==> src/rtl/erdm_pkg.sv <==
package erdm_pkg;

  // default sizes of the route and group stores
  localparam int ROUTES_PER_SOURCE_DEF = 256;
  localparam int GROUP_COUNT_DEF       = 128;
  localparam int EXPERTS_PER_LAYER_DEF = 64;
  localparam int SOURCE_COUNT_DEF      = 2;

  // field widths on the stream ports
  localparam int REQ_W    = 3;
  localparam int POS_W    = 8;
  localparam int ID_W     = 8;
  localparam int GSEL_W   = 7;
  localparam int STATUS_W = 2;
  localparam int SLOT_W   = 9;
  localparam int END_W    = 10;
  localparam int TOTAL_W  = 10;
  localparam int IN_DATA_W  = 32;
  localparam int OUT_DATA_W = 32;

  // request kinds
  localparam logic [REQ_W-1:0] REQ_START     = 3'd0;
  localparam logic [REQ_W-1:0] REQ_LOAD      = 3'd1;
  localparam logic [REQ_W-1:0] REQ_FINISH    = 3'd2;
  localparam logic [REQ_W-1:0] REQ_READ_SLOT = 3'd3;
  localparam logic [REQ_W-1:0] REQ_READ_END  = 3'd4;

  // result status codes
  localparam logic [STATUS_W-1:0] STAT_OK       = 2'd0;
  localparam logic [STATUS_W-1:0] STAT_BAD_ID   = 2'd1;
  localparam logic [STATUS_W-1:0] STAT_NOT_DONE = 2'd2;

  // configuration register indexes
  localparam int CFG_IDX_W = 1;
  localparam int CFG_DATA_W = 1;
  localparam logic [CFG_IDX_W-1:0] CFG_LOCAL_OWNER    = 1'd0;
  localparam logic [CFG_IDX_W-1:0] CFG_FORCE_LAST_END = 1'd1;

  typedef enum logic [3:0] {
    S_CLEAR,
    S_IDLE,
    S_ZERO,
    S_CNT_RD,
    S_CNT_GRP,
    S_CNT_WR,
    S_SUM_RD,
    S_SUM_WR,
    S_SLOT_RD,
    S_SLOT_GRP,
    S_SLOT_WR,
    S_RESP
  } erdm_state_t;

  typedef enum logic [3:0] {
    OP_NONE,
    OP_CLR_ROUTE,
    OP_ACCEPT,
    OP_ZERO_CNT,
    OP_ROUTE_RD,
    OP_CNT_RD,
    OP_CNT_INC,
    OP_SUM_RD,
    OP_SUM_WR,
    OP_SLOT_WR,
    OP_RESPOND
  } erdm_op_t;

  typedef struct packed {
    erdm_op_t op;
    logic     rc_inc;
    logic     gc_inc;
  } erdm_cmd_t;

  typedef struct packed {
    logic [REQ_W-1:0] req;
    logic             out_free;
    logic             rc_last;
    logic             gc_last;
    logic             err;
    logic             owned;
  } erdm_sts_t;

endpackage

==> src/rtl/erdm_ctrl.sv <==
module erdm_ctrl
  import erdm_pkg::*;
(
  input  logic      clk,
  input  logic      rst_n,
  input  logic      in_tvalid,
  output logic      in_tready,
  input  erdm_sts_t sts,
  output erdm_cmd_t cmd
);

  erdm_state_t state_r, state_nxt;
  logic        fire;

  assign in_tready = (state_r == S_IDLE) && sts.out_free;
  assign fire      = in_tready && in_tvalid;

  always_comb begin
    state_nxt = state_r;
    case (state_r)
      S_CLEAR: begin
        if (sts.rc_last) state_nxt = S_IDLE;
      end
      S_IDLE: begin
        if (fire) begin
          case (sts.req)
            REQ_START:     state_nxt = S_CLEAR;
            REQ_FINISH:    state_nxt = S_ZERO;
            REQ_READ_SLOT: state_nxt = S_RESP;
            REQ_READ_END:  state_nxt = S_RESP;
            default:       state_nxt = S_IDLE;
          endcase
        end
      end
      S_ZERO: begin
        if (sts.gc_last) state_nxt = sts.err ? S_SUM_RD : S_CNT_RD;
      end
      S_CNT_RD:  state_nxt = S_CNT_GRP;
      S_CNT_GRP: begin
        if (sts.owned) state_nxt = S_CNT_WR;
        else if (sts.rc_last) state_nxt = S_SUM_RD;
        else state_nxt = S_CNT_RD;
      end
      S_CNT_WR:  state_nxt = sts.rc_last ? S_SUM_RD : S_CNT_RD;
      S_SUM_RD:  state_nxt = S_SUM_WR;
      S_SUM_WR: begin
        if (sts.gc_last) state_nxt = sts.err ? S_RESP : S_SLOT_RD;
        else state_nxt = S_SUM_RD;
      end
      S_SLOT_RD:  state_nxt = S_SLOT_GRP;
      S_SLOT_GRP: begin
        if (sts.owned) state_nxt = S_SLOT_WR;
        else if (sts.rc_last) state_nxt = S_RESP;
        else state_nxt = S_SLOT_RD;
      end
      S_SLOT_WR: state_nxt = sts.rc_last ? S_RESP : S_SLOT_RD;
      S_RESP: begin
        if (sts.out_free) state_nxt = S_IDLE;
      end
      default: state_nxt = S_CLEAR;
    endcase
  end

  always_comb begin
    cmd = '{op: OP_NONE, rc_inc: 1'b0, gc_inc: 1'b0};
    case (state_r)
      S_CLEAR: begin
        cmd.op     = OP_CLR_ROUTE;
        cmd.rc_inc = 1'b1;
      end
      S_IDLE: begin
        if (fire) cmd.op = OP_ACCEPT;
      end
      S_ZERO: begin
        cmd.op     = OP_ZERO_CNT;
        cmd.gc_inc = 1'b1;
      end
      S_CNT_RD:  cmd.op = OP_ROUTE_RD;
      S_SLOT_RD: cmd.op = OP_ROUTE_RD;
      S_CNT_GRP, S_SLOT_GRP: begin
        if (sts.owned) cmd.op = OP_CNT_RD;
        else cmd.rc_inc = 1'b1;
      end
      S_CNT_WR: begin
        cmd.op     = OP_CNT_INC;
        cmd.rc_inc = 1'b1;
      end
      S_SUM_RD: cmd.op = OP_SUM_RD;
      S_SUM_WR: begin
        cmd.op     = OP_SUM_WR;
        cmd.gc_inc = 1'b1;
      end
      S_SLOT_WR: begin
        cmd.op     = OP_SLOT_WR;
        cmd.rc_inc = 1'b1;
      end
      S_RESP: begin
        if (sts.out_free) cmd.op = OP_RESPOND;
      end
      default: cmd.op = OP_NONE;
    endcase
  end

  always_ff @(posedge clk) begin
    if (!rst_n) begin
      state_r <= S_CLEAR;
    end else begin
      state_r <= state_nxt;
    end
  end

  a_start_clears: assert property (@(posedge clk) disable iff (!rst_n)
    (fire && sts.req == REQ_START) |=> state_r == S_CLEAR)
    else $error("start request did not enter the clearing pass");

  a_finish_zeroes: assert property (@(posedge clk) disable iff (!rst_n)
    (fire && sts.req == REQ_FINISH) |=> state_r == S_ZERO)
    else $error("finish request did not begin with the count clear");

  a_clear_full: assert property (@(posedge clk) disable iff (!rst_n)
    (state_r == S_CLEAR && !sts.rc_last) |=> state_r == S_CLEAR)
    else $error("clearing pass left before the last route");

endmodule

==> config.mk <==
export PLATFORM = sky130hd
export DESIGN_NAME = erdm_ctrl
export DESIGN_NICKNAME = d
export VERILOG_FILES = /design/src/rtl/erdm_pkg.sv /design/src/rtl/erdm_ctrl.sv
export SDC_FILE = /design/constraint.sdc
export NUM_CORES = 1
export LEC_CHECK = 0
export BUFFER_PORTS_ARGS = -buffer_cell sky130_fd_sc_hd__buf_2
export CAP_MARGIN = 20
export CORE_MARGIN = 3
export CORE_UTILIZATION = 35
export CTS_BUF_LIST = sky130_fd_sc_hd__clkbuf_2
export DETAILED_ROUTE_END_ITERATION = 10
export PLACE_DENSITY = 0.56
export SLEW_MARGIN = 40
export SYNTH_ARGS = -nofsm -noshare
export SYNTH_HDL_FRONTEND = slang
export SYNTH_SLANG_ARGS = --single-unit
==> constraint.sdc <==
create_clock -name clk -period 4.57 [get_ports clk]
set_clock_uncertainty 0.2 [all_clocks]
set_input_delay 0.6855 -clock clk [delete_from_list [all_inputs] [get_ports clk]]
set_output_delay 0.6855 -clock clk [all_outputs]
set_load 0.01 [all_outputs]
==> metrics.txt <==
Die Ht=48.9 um; clk sinks=4; RSZ-0062 raised after global routing=false; root buffer cell=clkbuf_2; Rel. slew slack=0.488; post-synthesis instance total=93; VDD IR max=0.113 mV; CTS resizes=0; CP max-delay cell=dfxtp_1; post-route ant nets=0; crit-path max FO=24; initial antenna violation count=0; DP Wirelength=1270 um; commonest non-fill, non-tap cell in the layout=buf_2; Routed WL=1740 um; worst-skew pair later-pin latency=0.21 ns; YS warnings=0; slowest stage delay, CP=0.81 ns; CTS tree=done; number of setup buffers added after CTS=0; starting density of the core=0.400; Post-Syn Nets=104; register area share after synthesis=0.124; placer congestion estimate=approximately 0.84; final critical-path share of the clock period=0.575; leakage power=0.284 nW; max cap viols=0; largest cells by area after synthesis=dfxtp_1 (12%), nand2_1 (5.8%), nor2b_1 (5.8%); commonest cells after routing, fill and taps aside=buf_2 (17), nand2_1 (10), nor2_1 (8), a21oi_1 (7), nor2b_1 (6); htree depth=1; DR vias/cell=6.09; worst slew pin tran=0.768 ns; Die X=~49 um; min-delay worst type=input pin to flip-flop; critical path class=flip-flop to primary output; Iter 0 DRT Violations=24; Cell Pwr Density=286 nW/um2; Yosys top cell by area=dfxtp_1; I/O pin total=18; CTS Hold Buffers Added=0; Core Area=1610 um2; layout cell share with drive strength beyond 1=0.229; syn avg cell area=about 7 um2; Die ar.=2390 um2; Post-Syn Area=644 um2; Largest Register=state_r; Max Slew Vio Count=0; total clock buffers created by CTS=3; I/O Buffers=17; critical path, cell by cell=nand2b_1 -> o22ai_1 -> nand2_1 -> o41ai_1 -> buf_2; setup violators final=0; diode count=0; Highest Clock Rate=0.380 GHz; CTS clk-pin slew, worst paths=0.05 ns; via count=786; register bit count reported by yosys=4; outcome=finished clean; DRC=0; Rows=14; Regs by FF count=state_r (4); Netlist cell types=40; Crit. End Element=primary output; max reg flops=4; Final Hold Viols=0; Total Routing Usage GR=0.148; first-pass GRT wire length=2870 um; crit path launch type=flip-flop; top cell type's share of synthesized area=0.124; final hold slack=0.549 ns; Max Root-Sink Buffers=2; DR WL/cell=13.5 um; worst endpoint required time=3.68 ns; area growth from synthesis to layout=12.8%; Layout Nets=118; Fin Setup TNS=0 ns; min Tclk post-route=2.63 ns; worst endpoint data arrival time=between 1.5 and 2 ns; GRT overflow=0; vias in the first global route=664; DRT Pass-1 Iters=5; largest net degree at the start of global routing=25
-- synthesized netlist by cell type (all sizes together) --
| library cell | instances |
|---|---|
| nand2 | 10 |
| nor2 | 9 |
| a21oi | 7 |
| buf | 7 |
| nor2b | 6 |
| inv | 5 |
| o22ai | 5 |
| dfxtp | 4 |
| o21ai | 4 |
| nand2b | 3 |
| a211o | 2 |
| nand3 | 2 |
| nor3 | 2 |
| o211ai | 2 |
| o311a | 2 |
| o32a | 2 |
| a221o | 1 |
| a221oi | 1 |
| a222oi | 1 |
| a2bb2oi | 1 |
| a32o | 1 |
| a32oi | 1 |
| and3 | 1 |
| and3b | 1 |
| clkbuf | 1 |
| mux2i | 1 |
| nand3b | 1 |
| nand4 | 1 |
| nand4b | 1 |
| o2111ai | 1 |
| o221ai | 1 |
| o22a | 1 |
| o311ai | 1 |
| o32ai | 1 |
| o41ai | 1 |
| or3 | 1 |
| xor2 | 1 |
-- final timing paths --
path / slack (ns) / cells past startpoint / to / from
worst max-delay path: 1.94 / 5 / cmd[3] / state_r[3]
worst min-delay path: 0.55 / 2 / state_r[0] / rst_n
worst max register to register: 2.34 / 4 / state_r[1] / state_r[3]
worst min register to register: 0.58 / 2 / state_r[1] / state_r[1]
-- report_power, final --
group | switching (mW) | total [mW] | internal, mW
Clock | 0.0146 | 0.0323 | 0.0177
Combinational | 0.0586 | 0.112 | 0.0530
Sequential | 0.0247 | 0.0643 | 0.0396
-- per-layer routing --
metal  share of wire  vias to the layer above  GRT usage
li1                -                      386          -
met1            0.46                      351      0.204
met2            0.44                       42      0.208
met3           0.073                        7     0.0275
met4           0.030                        0     0.0900
met5               0                        -          0
-- metrics by stage --
stage / power, mW / setup WS (ns) / util / instances / instance area (um2)
floorplan: 0.146 / 2.46 / - / 93 / 644
global placement: 0.175 / 2.18 / 0.442 / 126 / 712
detailed placement: 0.175 / 2.18 / 0.442 / 126 / 712
CTS: 0.207 / 1.96 / 0.451 / 129 / 727
global route: 0.229 / 1.71 / 0.451 / 129 / 727
finish: 0.208 / 1.94 / 0.451 / 129 / 727
-- cell families after synthesis --
family	Yosys count	synth area share
flip-flops	4	0.124
multiplexers	1	0.0155
buffers and inverters	13	0.103
AND/OR/NAND/NOR	38	0.309
AO/OA/AOI/OAI	36	0.435
XOR/XNOR	1	0.0136
-- layout make-up --
cell class,instances,area (um2)
Tap cell,24,30.0
Sequential cell,4,80.1
Inverter,5,18.8
Timing Repair Buffer,17,85.1
Fill cell,177,885
Multi-Input combinational cell,76,498
Clock buffer,3,15.0
-- critical path, delay by kind of cell (launching register included) --
| family | cells | cell delay [ns] |
|---|---|---|
| flip-flops | 1 | 0.81 |
| AND/OR/NAND/NOR | 2 | 0.29 |
| AO/OA/AOI/OAI | 2 | 0.25 |
| buffers and inverters | 1 | 0.19 |
No activity file was read; power rests on OpenSTA's default activity.
